<file path="config.mk">
export PLATFORM = sky130hd
export DESIGN_NAME = sidv_cell
export DESIGN_NICKNAME = d
export VERILOG_FILES = /design/src/sv/sidv_pkg.sv /design/src/sv/sidv_cell.sv
export SDC_FILE = /design/constraint.sdc
export NUM_CORES = 1
export LEC_CHECK = 0
export BUFFER_PORTS_ARGS = -buffer_cell sky130_fd_sc_hd__buf_4
export CAP_MARGIN = 5
export CORE_MARGIN = 5
export CORE_UTILIZATION = 45
export CTS_CLUSTER_DIAMETER = 30
export DETAILED_ROUTE_END_ITERATION = 10
export PLACE_DENSITY = 0.74
export RECOVER_POWER = 100
export SYNTH_ARGS = -nofsm -noshare
export SYNTH_HDL_FRONTEND = slang
export SYNTH_SLANG_ARGS = --single-unit
</file>
<file path="constraint.sdc">
create_clock -name clk_i -period 2.13 [get_ports clk_i]
set_input_delay 0.3195 -clock clk_i [delete_from_list [all_inputs] [get_ports clk_i]]
set_output_delay 0.3195 -clock clk_i [all_outputs]
set_load 0.005 [all_outputs]
</file>
<file path="src/sv/sidv_pkg.sv">
// Shared types for the signed divider pipeline.
// No dependencies.
package sidv_pkg;

  // Control bits that travel with each item through the cell chain.
  typedef struct packed {
    logic valid;
    logic neg;
    logic dbz;
  } sidv_ctl_t;

endpackage

</file>
<file path="src/sv/sidv_cell.sv">
// One restoring division step with its stage register.
// Depends on sidv_pkg.
module sidv_cell #(
  parameter int unsigned W = 32
) (
  input  logic               clk_i,
  input  logic               rst_ni,
  input  logic               en_i,
  input  sidv_pkg::sidv_ctl_t ctl_i,
  input  logic [W-1:0]       rem_i,
  input  logic [W-1:0]       aq_i,
  input  logic [W-1:0]       mb_i,
  output sidv_pkg::sidv_ctl_t ctl_o,
  output logic [W-1:0]       rem_o,
  output logic [W-1:0]       aq_o,
  output logic [W-1:0]       mb_o
);
  import sidv_pkg::*;

  sidv_ctl_t    ctl_q;
  logic [W-1:0] rem_q, rem_d;
  logic [W-1:0] aq_q, aq_d;
  logic [W-1:0] mb_q;
  logic [W:0]   partial;
  logic [W+1:0] diff;
  logic         qbit;

  // The partial remainder is below twice the divisor, so one extra bit
  // plus a borrow bit covers the trial subtraction.
  always_comb begin
    partial = {rem_i, aq_i[W-1]};
    diff    = {1'b0, partial} - {2'b00, mb_i};
    qbit    = ~diff[W+1];
    rem_d   = qbit ? diff[W-1:0] : partial[W-1:0];
    aq_d    = {aq_i[W-2:0], qbit};
  end

  always_ff @(posedge clk_i or negedge rst_ni) begin
    if (!rst_ni) begin
      ctl_q <= '0;
    end else if (en_i) begin
      ctl_q <= ctl_i;
    end
  end

  always_ff @(posedge clk_i) begin
    if (en_i) begin
      rem_q <= rem_d;
      aq_q  <= aq_d;
      mb_q  <= mb_i;
    end
  end

  assign ctl_o = ctl_q;
  assign rem_o = rem_q;
  assign aq_o  = aq_q;
  assign mb_o  = mb_q;

endmodule

</file>
==> metrics.sh, run 1 <==
FINAL_CELL_AREA_UM2=8530
WORST-ENDPOINT-REQUIRED_PS=2230
SYNTH_LARGEST_TYPE_AREA_FRACTION_PCT=53.4
CRITPATHARRIVALTIME_PS=2700
P_LEAK_nW=3.79
NETLIST_INSTANCES=423
SYNTH-SEQ-CELLS=99
POWER.SWITCHING_W=0.00160
CORE_AREA_UM2=11900
MAX_FREQ_GHz=0.385
YOSYSWARNINGCOUNT=0
MAX-CLOCK-PATH-BUFFERS=2
CTS.ROOT.BUFFER_CELL='clkbuf_16'
POWER.SHARE.SWITCHING_PCT=26.9
FINALMAXSLEWVIOLATIONS=0
TIMING.CRITICAL_PATH.FANOUT_MAX=17
END_OF_THE_WORST_REGISTER_TO_REGISTER_PATH='ctl_o[2]$_DFFE_PN0P_'
DIE_WIDTH_UM=120
OUTCOME='complete, but fails checks'
TIMING.CRITICAL_PATH.TO='rem_o[14]$_DFFE_PP_'
DRT.ANTENNA.VIOLATING_NETS=0
TOTAL_DIE_AREA_UM2=14300
SYNTH.CELL_AREA_UM2=5400
SETUP_WS_PS=-466
PRECTSSETUPSLACK_PS=-930
CTS_HTREE_LEVELS=3
YOSYSMOSTFREQUENTCELL='edfxtp_1'
FINALHOLDWORSTSLACK_PS=143
CELLINTERNALPOWER_W=0.00433
TIMING.REG2REG.SETUP_SLACK_PS=1360
ASYNC_RESET_FF_SHARE_PCT=3.03
DR.PASS1.ITERS=4
CTS_NUM_SINKS=99
VIOLATIONS='negative setup slack'
CLK_TRANSITION_REPORTED_PATHS_PS=80
POWER_DENSITY_nW_PER_UM2=695
WL_PER_CELL_UM=17.9
PWR-SHARE-SEQ_PCT=41.5
ROUTABILITYCONGESTION=0.842
CRIT_TYPE='in -> reg'
NUMCTSBUFFERS=9
TIMING.FINAL.CRIT_SHARE_PCT=122
CLOCK_NETWORK_POWER_SHARE_PCT=29.0
CRIT_START='mb_i[14]'
TRITONCTS_CLOCK_TREE='done'
FF2FF_PATH_DEPTH=1
TRACK_USAGE_PCT=21.6
ROUTE.DETAILED.VIAS_PER_INST=5.16
HEADROOM_TO_THE_MAX_SLEW_LIMIT_PCT=13.8
WORST_PATH_LARGEST_CELL_DELAY_PS=550
INITIAL_UTILIZATION_PCT=45.5
NNETSFINAL=876
CP_CELL_SEQUENCE='clkbuf_4 -> inv_1 -> ha_4 -> and3_4 -> nand2_4 -> or4_4 -> o21bai_4 -> a21oi_2 -> a31oi_4 -> buf_12 -> mux2_4'
SYNTH-SEQ-AREA-SHARE_PCT=54.8
GRT_FIRST_PASS_WIRELENGTH_MM=24.1
HP-CLASS='in -> reg'
UTILIZATION_PCT=71.9
SYNTH_CELL_TYPES=54
ROUTED_WIRELENGTH_MM=16.0
GRT_PASS1_VIAS=4717
DRC=0
YOSYSTOPAREACELL='edfxtp_1'
FLOORPLAN.ROWS=40
GRT_START_MAX_NET_PINS=39
FLOW.AREA_GROWTH_FROM_SYNTHESIS_PCT=57.9
GRT_REMAINING_OVERFLOW=0
SYNTH_TOP_CELLS_BY_AREA='edfxtp_1 (53%), ha_1 (7.4%), mux2_4 (7.0%)'
CRITPATHLAUNCHTYPE='input port'
DETAILEDPLACEMENTHPWL_MM=12.3
SETUP-VIOLATIONS-FINAL=32
VDD_IR_DROP_MAX_uV=411
YS_TOP_CELLS_BY_COUNT='edfxtp_1 (96), inv_1 (41), a21oi_1 (32), ha_1 (32), mux2_4 (25)'
RSZ0062_AT_GRT='yes'
POSTSYNTHAREAPERCELL_UM2=12.8
FINAL_LAYOUT_SIZE_SUFFIX_GT1_SHARE_PCT=51.5
MAX_CAPACITANCE_VIOLATION_TOTAL=0
IO_BUFFER_COUNT=200
GRT_ANTENNA_BEFORE_REPAIR=1
FINAL-HOLD-VIOLATION-COUNT=0
CLOCK-SKEW-FINAL_PS=0
CRITPATHCAPTURETYPE='flip-flop'
CPMAXSTAGEDELAYCELL='or4_4'
SLEW_AT_THE_PIN_WITH_THE_WORST_MAX_SLEW_SLACK_PS=1290
SYNTH_EDF_COUNT=96
P_COMB_SHARE_PCT=29.5
RR_STARTPOINT='ctl_o[2]$_DFFE_PN0P_'
PLACEMENT.CELL_AREA_UM2=7930
DR.FIRST_ITER.DRC_COUNT=277
IO_PINS=201
YS.FLOP_TYPE='edfxtp_1'
CLOCK_INSERTION_DELAY_AT_THE_LATER_PIN_OF_THE_SKEW_REPORT_PS=340
FINAL.MIN_CLOCK_PERIOD_PS=2600
DIE_HEIGHT_UM=120
VIAS=4609
SYNTHESIS.NETS=558
-- critical path, delay by kind of cell --
| kind | cells | cell delay (ps) |
|---|---|---|
| buf+inv | 3 | 410 |
| simple gates | 3 | 800 |
| compound gates | 3 | 580 |
| fa+ha+maj | 1 | 260 |
| mux | 1 | 320 |
-- cells in the final DEF, fill, tap and decap left out, drive strengths merged, types with 2 or more instances in the layout --
| master | synthesis | layout |
|---|---|---|
| xor2 | 7 | 7 |
| clkbuf | 0 | 169 |
| a211oi | 5 | 5 |
| o211ai | 4 | 4 |
| a21o | 7 | 7 |
| a41oi | 2 | 2 |
| o31ai | 5 | 5 |
| nor2b | 3 | 3 |
| and4 | 2 | 2 |
| mux2i | 6 | 6 |
| buf | 8 | 154 |
| or3 | 3 | 3 |
| or2 | 3 | 3 |
| nand4 | 6 | 6 |
| o21bai | 4 | 4 |
| a31oi | 4 | 4 |
| dfrtp | 3 | 3 |
| and3 | 6 | 6 |
| a21oi | 33 | 33 |
| o21ai | 18 | 18 |
| nor3 | 6 | 6 |
| nand2b | 4 | 4 |
| nor2 | 16 | 16 |
| nand3 | 5 | 5 |
| nand2 | 23 | 23 |
| edfxtp | 96 | 96 |
| ha | 32 | 32 |
| o21a | 6 | 6 |
| xnor2 | 17 | 17 |
| inv | 41 | 45 |
| mux2 | 30 | 30 |
| a21boi | 2 | 2 |
-- power groups by stage --
stage          clock network [W]  logic [W]  registers, W
2_1_floorplan                  0   0.000757       0.00252
3_3_place_gp                   0    0.00164       0.00250
3_5_place_dp                   0    0.00168       0.00250
4_1_cts                  0.00176    0.00173       0.00246
5_1_grt                  0.00183    0.00189       0.00248
6_report                 0.00172    0.00175       0.00246
-- final cells by class --
cell class	instances	area (um2)
repair buffers	315	2360
diodes	1	2.50
inverters	41	181
multi-input cells	275	2520
well taps	147	184
flip-flops and latches	99	2960
fillers	857	3330
clock inverters	7	91.3
clock buffers	9	225
-- cells by family after synthesis --
kind of cell | share of synthesized area (%)
flip-flops | 54.8
AND/OR/NAND/NOR | 7.39
XOR/XNOR | 3.89
buffers and inverters | 4.33
AO/OA/AOI/OAI | 12.7
multiplexers | 9.11
adder cells (fa/ha/maj) | 7.79
-- worst min path at each step --
stage               slack [ps]  startpoint  cells past startpoint              endpoint
floorplan                   20      rst_ni                      0  ctl_o[0]$_DFFE_PN0P_
global route               130    mb_i[17]                      1    mb_o[17]$_DFFE_PP_
detailed placement         110      rst_ni                      1  ctl_o[0]$_DFFE_PN0P_
finish                     140    mb_i[22]                      1    mb_o[22]$_DFFE_PP_
global placement           110      rst_ni                      1  ctl_o[2]$_DFFE_PN0P_
CTS                        120    mb_i[20]                      1    mb_o[20]$_DFFE_PP_
-- state kept, by name (all words and copies together) (netlist names) --
name / count
aq_o: 32
mb_o: 32
rem_o: 32
ctl_o: 3
-- per-layer routing --
| metal | routed length (um) | vias up | track usage (%) |
|---|---|---|---|
| met3 | 1100 | 19 | 6.31 |
| met1 | 5860 | 2198 | 22.9 |
| met2 | 8700 | 159 | 40.6 |
| met5 | 0 | - | 0 |
| met4 | 308 | 0 | 7.66 |
| li1 | - | 2233 | - |
-- metrics by stage --
step	power (W)	instances	TNS, ps
after floorplan	0.00327	423	-20190
after global placement	0.00414	865	-24410
after detailed placement	0.00418	865	-25260
after CTS	0.00595	884	-10630
after global routing	0.00620	894	-14370
final	0.00592	894	-12760
-- timing repair --
action,CTS,global route
pin swaps,8,13
buffers inserted,2,8
gates resized for setup,34,40
setup endpoints to repair,33,33
hold buffers,1,0
cloned,0,1
hold endpoints to repair,3,0
No activity file was read; power rests on OpenSTA's default activity.
==> inputs of run 2 (changes only) <==
Settings changed: PLACE_DENSITY 0.74 to 0.77.
Clock period 2.13 ns to 2.1 ns, I/O delays scaled along.
==> run 2 against run 1 <==
Non-clock buffer count is 9 higher. Highest routed layer unchanged. Hold slack better by 0.74 ps. Register-to-register slack worse by 120 ps. The flow still finishes with violations (negative setup slack). Global-route usage is 1.9 points higher. Combinational power is 7% higher.
==> metrics.sh, run 2 (synthesis gave the netlist of run 1 again) <==
FINAL.MIN_CLOCK_PERIOD_PS=2590
TRACK_USAGE_PCT=23.6  # +1.9 points
POWER_DENSITY_nW_PER_UM2=697  # +0.34%
UTILIZATION_PCT=72.0  # +0.16 points
NNETSFINAL=885  # +1.0%
CLOCK_INSERTION_DELAY_AT_THE_LATER_PIN_OF_THE_SKEW_REPORT_PS=350  # about the same
FLOORPLAN.ROWS=40  # unchanged
DIE_HEIGHT_UM=120  # unchanged
INITIAL_UTILIZATION_PCT=45.5  # unchanged
FLOW.AREA_GROWTH_FROM_SYNTHESIS_PCT=58.3
TOTAL_DIE_AREA_UM2=14300  # unchanged
OUTCOME='complete, but fails checks'
MOST_COMMON_LIBRARY_CELL_IN_THE_LAYOUT_IGNORING_FILL_AND_TAPS='buf_4'
MAX-CLOCK-PATH-BUFFERS=2  # unchanged
FINAL_CELL_COUNT_NO_FILL=902  # +0.89%
P_LEAK_nW=3.77  # -0.46%
IO_BUFFER_COUNT=200  # unchanged
CRITPATHCAPTURETYPE='flip-flop'
SETUP-VIOLATIONS-FINAL=33  # +3.1%
CTS.ROOT.BUFFER_CELL='clkbuf_16'
CTS_HTREE_LEVELS=3  # unchanged
VIOLATIONS='negative setup slack'
GRT_REMAINING_OVERFLOW=0  # unchanged
DETAILEDPLACEMENTHPWL_MM=12.6  # +2.0%
FINAL_CELL_AREA_UM2=8550  # +0.22%
WORST-ENDPOINT-REQUIRED_PS=2210  # -20 ps
DR.PASS1.ITERS=4  # unchanged
MOST_USED_CELLS_IN_THE_LAYOUT_EXCLUDING_FILL_AND_TAP_CELLS='buf_4 (140), clkbuf_4 (115), edfxtp_1 (96), clkbuf_1 (45), inv_1 (33)'
TIMING.CRITICAL_PATH.FANOUT_MAX=3  # -14
GRT_FIRST_PASS_WIRELENGTH_MM=26.3  # +9.0%
GRT_PASS1_VIAS=5094  # +8.0%
HP-CLASS='in -> reg'
WL_PER_CELL_UM=18.7  # +4.8%
PLACEMENT.CELL_AREA_UM2=7920  # about the same
GRT_START_MAX_NET_PINS=39  # unchanged
VIAS=4690  # +1.8%
MAX_FREQ_GHz=0.387
GRT_ANTENNA_BEFORE_REPAIR=0  # -1
CLOCK-SKEW-FINAL_PS=0  # unchanged
NUMPLACEDINSTANCES=864  # -0.12%
NUMCTSBUFFERS=9  # unchanged
CORE_AREA_UM2=11900  # unchanged
IO_PINS=201  # unchanged
TRITONCTS_CLOCK_TREE='done'
ROUTED_WIRELENGTH_MM=16.9  # +5.7%
DRC=0  # unchanged
HEADROOM_TO_THE_MAX_SLEW_LIMIT_PCT=36.0  # +22 points
FINAL_LAYOUT_SIZE_SUFFIX_GT1_SHARE_PCT=50.7  # -0.75 points
MAX_CAPACITANCE_VIOLATION_TOTAL=0  # unchanged
SLEW_AT_THE_PIN_WITH_THE_WORST_MAX_SLEW_SLACK_PS=960  # -332 ps
DRT.ANTENNA.VIOLATING_NETS=0  # unchanged
DIE_WIDTH_UM=120  # unchanged
RSZ0062_AT_GRT='yes'
ROUTE.DETAILED.VIAS_PER_INST=5.20  # +0.85%
SETUP_WS_PS=-485  # -19.1 ps
VDD_IR_DROP_MAX_uV=348  # -16%
TIMING.FINAL.CRIT_SHARE_PCT=123
CRITPATHARRIVALTIME_PS=2690  # about the same
CRIT_TYPE='in -> reg'
CLK_TRANSITION_REPORTED_PATHS_PS=70  # about the same
DR.FIRST_ITER.DRC_COUNT=265  # -4.3%
FINALMAXSLEWVIOLATIONS=0  # unchanged
CTS_NUM_SINKS=99  # unchanged
CRITPATHLAUNCHTYPE='input port'
FINAL-HOLD-VIOLATION-COUNT=0  # unchanged
ROUTABILITYCONGESTION=0.871  # +3.4%
ANTENNADIODECOUNT=0  # -1
[run 2: cell count changes in the layout (fill, tap and decap cells not counted), moves of 4 or more]
cell / before / now
clkbuf_4: 128 / 115
o21ai_1: 3 / 7
clkbuf_1: 31 / 45
a21oi_2: 6 / 10
a21oi_1: 27 / 22
[run 2: per-stage QoR]
step | TNS, ps | total power [W] | setup slack, ps | hold slack, ps
after floorplan | -21030 | 0.00332 | -706 | 19.4
after global placement | -25420 | 0.00420 | -901 | 103
after detailed placement | -26930 | 0.00424 | -941 | 106
after CTS | -10570 | 0.00603 | -466 | 120
after global routing | -16080 | 0.00626 | -558 | 135
final | -13670 | 0.00596 | -485 | 144
[run 2: layout make-up]
| type | count | area (um2) |
|---|---|---|
| fillers | 828 | 3320 |
| clock inverters | 7 | 57.6 |
| multi-input cells | 275 | 2550 |
| clock buffers | 9 | 225 |
| flip-flops and latches | 99 | 2960 |
| inverters | 41 | 176 |
| repair buffers | 324 | 2390 |
| well taps | 147 | 184 |
[run 2: report_power, final]
part	internal [W]	switching, W
clock network	0.000825	0.000774
logic	0.00105	0.000816
registers	0.00243	0.0000625
total	0.00431	0.00165
[run 2: path summary, 6_finish.rpt]
check / start / depth (start not counted) / slack [ps] / endpoint
min: mb_i[20] / 1 / 140 / mb_o[20]$_DFFE_PP_
max reg2reg: ctl_o[1]$_DFFE_PN0P_ / 1 / 1240 / ctl_o[1]$_DFFE_PN0P_
min in group asynchronous: rst_ni / 2 / 320 / ctl_o[0]$_DFFE_PN0P_
min reg2reg: ctl_o[0]$_DFFE_PN0P_ / 1 / 520 / ctl_o[0]$_DFFE_PN0P_
max in group asynchronous: rst_ni / 2 / 1620 / ctl_o[2]$_DFFE_PN0P_
max: aq_i[31] / 13 / -490 / rem_o[28]$_DFFE_PP_
[run 2: timing repair]
item / CTS / global route
pin swaps: 16 / 13
endpoints found under the hold margin: 3 / 0
cloned: 3 / 0
setup buffers: 14 / 7
setup endpoints to repair: 33 / 33
resized for setup: 69 / 24
hold buffers: 1 / 0
[run 2: metal layers]
metal  GRT usage, %  vias up  wire [um]
li1               -     2247          -
met1           24.5     2253       6260
met2           44.6      158       9110
met3           6.60       32       1030
met4           9.23        0        492
met5              0        -          0
[run 2: worst max-delay path, stage by stage]
cell	delay [ps]
buf_6	100
inv_4	50
ha_4	130
inv_2	30
fa_2	340
a211oi_2	250
o211a_1	260
o31ai_4	80
o41a_1	450
a41oi_2	190
o21ai_1	80
a21boi_2	150
mux2_4	260
==> inputs of run 3 (changes only) <==
Settings changed: CORE_UTILIZATION 45 to 39, PLACE_DENSITY 0.77 to 0.68.
==> run 3 against run 2 <==
The flow still finishes with violations (negative setup slack). Clock power is essentially flat. Utilization down 8.9 points. Sequential power is essentially flat. Via count fell by 0.45%. Die area increased by 14%. Non-clock buffer count grew 4. Highest routed layer unchanged. First-iteration DRC count down 14%. Combinational power is essentially flat. Largest power group unchanged.
==> metrics.sh, run 3 (synthesis gave the netlist of run 1 again) <==
OUTCOME='complete, but fails checks'
VIOLATIONS='negative setup slack'
FLOORPLAN.ROWS=43  # +7.5%
VIAS=4669  # -0.45%
CLK_TRANSITION_REPORTED_PATHS_PS=70  # about the same
HP-CLASS='in -> reg'
MOST_COMMON_LIBRARY_CELL_IN_THE_LAYOUT_IGNORING_FILL_AND_TAPS='buf_4'
ANTENNADIODECOUNT=0  # unchanged
TRACK_USAGE_PCT=19.4  # -4.2 points
P_LEAK_nW=3.84  # +1.9%
NNETSFINAL=889  # +0.45%
MAX-CLOCK-PATH-BUFFERS=2  # unchanged
GRT_ANTENNA_BEFORE_REPAIR=0  # unchanged
CP_TOP_FAMILY='compound AO/OA/AOI/OAI gates'
WL_PER_CELL_UM=17.1  # -8.5%
FLOW.AREA_GROWTH_FROM_SYNTHESIS_PCT=60.5
TOTAL_DIE_AREA_UM2=16300  # +14%
TIMING.CRITICAL_PATH.FANOUT_MAX=3  # unchanged
GRT_FIRST_PASS_WIRELENGTH_MM=24.9  # -5.2%
CTS_HTREE_LEVELS=3  # unchanged
CRITICAL_PATH.N_BUFFERS_INVERTERS=3  # unchanged
DIE_WIDTH_UM=128  # +6.8%
ROUTED_WIRELENGTH_MM=16.1  # -4.8%
GRT_START_MAX_NET_PINS=42  # +7.7%
VDD_IR_DROP_MAX_uV=370  # +6.4%
GRT_REMAINING_OVERFLOW=0  # unchanged
DETAILEDPLACEMENTHPWL_MM=12.4  # -1.3%
FINAL_LAYOUT_SIZE_SUFFIX_GT1_SHARE_PCT=51.9  # +1.2 points
WORST-ENDPOINT-REQUIRED_PS=2200  # about the same
DRT.ANTENNA.VIOLATING_NETS=0  # unchanged
INITIAL_UTILIZATION_PCT=39.4  # -6.2 points
DIE_HEIGHT_UM=128  # +6.8%
RSZ0062_AT_GRT='yes'
FINAL_CELL_COUNT_NO_FILL=939  # +4.1%
CLOCK-SKEW-FINAL_PS=0  # unchanged
MOST_USED_CELLS_IN_THE_LAYOUT_EXCLUDING_FILL_AND_TAP_CELLS='buf_4 (146), clkbuf_4 (122), edfxtp_1 (96), inv_1 (32), clkbuf_1 (32)'
FINALMAXSLEWVIOLATIONS=0  # unchanged
CRIT_TYPE='in -> reg'
CP_CELL_SEQUENCE='buf_6 -> inv_4 -> ha_4 -> inv_2 -> fa_2 -> a211oi_2 -> o211a_1 -> o31ai_4 -> o41a_1 -> a41oi_2 -> o21ai_1 -> a21boi_2 -> mux2_4'
NUMPLACEDINSTANCES=899  # +4.1%
FINAL-HOLD-VIOLATION-COUNT=0  # unchanged
CTS.ROOT.BUFFER_CELL='clkbuf_16'
WORST_PATH_LARGEST_CELL_DELAY_PS=470  # +20 ps
SETUP-VIOLATIONS-FINAL=33  # unchanged
GRT_PASS1_VIAS=4971  # -2.4%
CORE_AREA_UM2=13700  # +16%
MAX_CAPACITANCE_VIOLATION_TOTAL=0  # unchanged
POWER_DENSITY_nW_PER_UM2=683  # -2.0%
CRITPATHCAPTURETYPE='flip-flop'
CLOCK_INSERTION_DELAY_AT_THE_LATER_PIN_OF_THE_SKEW_REPORT_PS=340  # about the same
DRC=0  # unchanged
TOTAL_POWER_OF_THE_FINAL_LAYOUT_W=0.00592  # -0.60%
FINAL.MIN_CLOCK_PERIOD_PS=2660  # +72.6 ps
CRITPATHLAUNCHTYPE='input port'
SETUP_WS_PS=-558  # -72.6 ps
ROUTABILITYCONGESTION=0.889  # +2.1%
CTS_NUM_SINKS=99  # unchanged
CRITPATHARRIVALTIME_PS=2760  # +70 ps
IO_PINS=201  # unchanged
TIMING.FINAL.CRIT_SHARE_PCT=127  # +3.5 points
HEADROOM_TO_THE_MAX_SLEW_LIMIT_PCT=44.5  # +8.5 points
MAX_FREQ_GHz=0.376  # -2.7%
CPMAXSTAGEDELAYCELL='o41a_1'
NUMCTSBUFFERS=9  # unchanged
ROUTE.DETAILED.VIAS_PER_INST=4.97  # -4.4%
DR.FIRST_ITER.DRC_COUNT=227  # -14%
SLEW_AT_THE_PIN_WITH_THE_WORST_MAX_SLEW_SLACK_PS=833  # -127 ps
IO_BUFFER_COUNT=200  # unchanged
TRITONCTS_CLOCK_TREE='done'
DR.PASS1.ITERS=5  # +1
## run 3: cell types whose count changed in the layout (fill, tap and decap cells not counted), sizes merged
cell / before / now
inv: 45 / 42
buf: 160 / 172
clkinvlp: 1 / 2
clkbuf: 172 / 166
## run 3: per-stage QoR
step | util, % | setup WS, ps | TNS [ps] | cell area [um2] | hold slack (ps)
5_1_grt | 63.2 | -623 | -16370 | 8670 | 126
3_5_place_dp | 58.1 | -1040 | -27780 | 7970 | 109
3_3_place_gp | 58.1 | -933 | -25320 | 7970 | 102
4_1_cts | 63.8 | -551 | -13850 | 8750 | 127
6_report | 63.2 | -558 | -13900 | 8670 | 142
2_1_floorplan | - | -706 | -21030 | 5520 | 19.4
## run 3: final timing paths
kind	start	endpoint	slack, ps	depth (start not counted)
worst max-delay path	aq_i[31]	rem_o[28]$_DFFE_PP_	-560	13
worst min-delay path	mb_i[18]	mb_o[18]$_DFFE_PP_	140	1
max in group asynchronous	rst_ni	ctl_o[0]$_DFFE_PN0P_	1620	2
worst max register to register	ctl_o[1]$_DFFE_PN0P_	ctl_o[1]$_DFFE_PN0P_	1330	1
worst min register to register	ctl_o[0]$_DFFE_PN0P_	ctl_o[0]$_DFFE_PN0P_	530	1
min in group asynchronous	rst_ni	ctl_o[2]$_DFFE_PN0P_	320	2
## run 3: power by group
part           total, W  internal, W  leakage (nW)  switching, W
logic           0.00186      0.00107          2.73      0.000791
registers       0.00249      0.00243         0.975     0.0000617
clock network   0.00157     0.000841         0.132      0.000729
total           0.00592      0.00434          3.84       0.00158
## run 3: final cells by class
cell class,instances,area [um2]
Fill cell,1081,5050
Clock inverter,5,37.5
Timing Repair Buffer,328,2500
Inverter,41,176
Sequential cell,99,2960
Clock buffer,11,243
Multi-Input combinational cell,275,2530
Tap cell,180,225
## run 3: per-layer routing
layer / share of wire, % / up-vias / track usage (%)
li1: - / 2251 / -
met1: 38 / 2211 / 21.7
met2: 51 / 178 / 35.5
met3: 7.4 / 29 / 5.17
met4: 3.0 / 0 / 6.80
met5: 0 / - / 0
## run 3: what timing repair did
action                                  in CTS  in global routing
endpoints found under the hold margin        3                  0
pin swaps                                   11                  6
cloned                                       3                  0
setup buffers                               18                  4
endpoints found under the setup margin      33                 33
hold buffers                                 1                  0
resized for setup                           73                 13
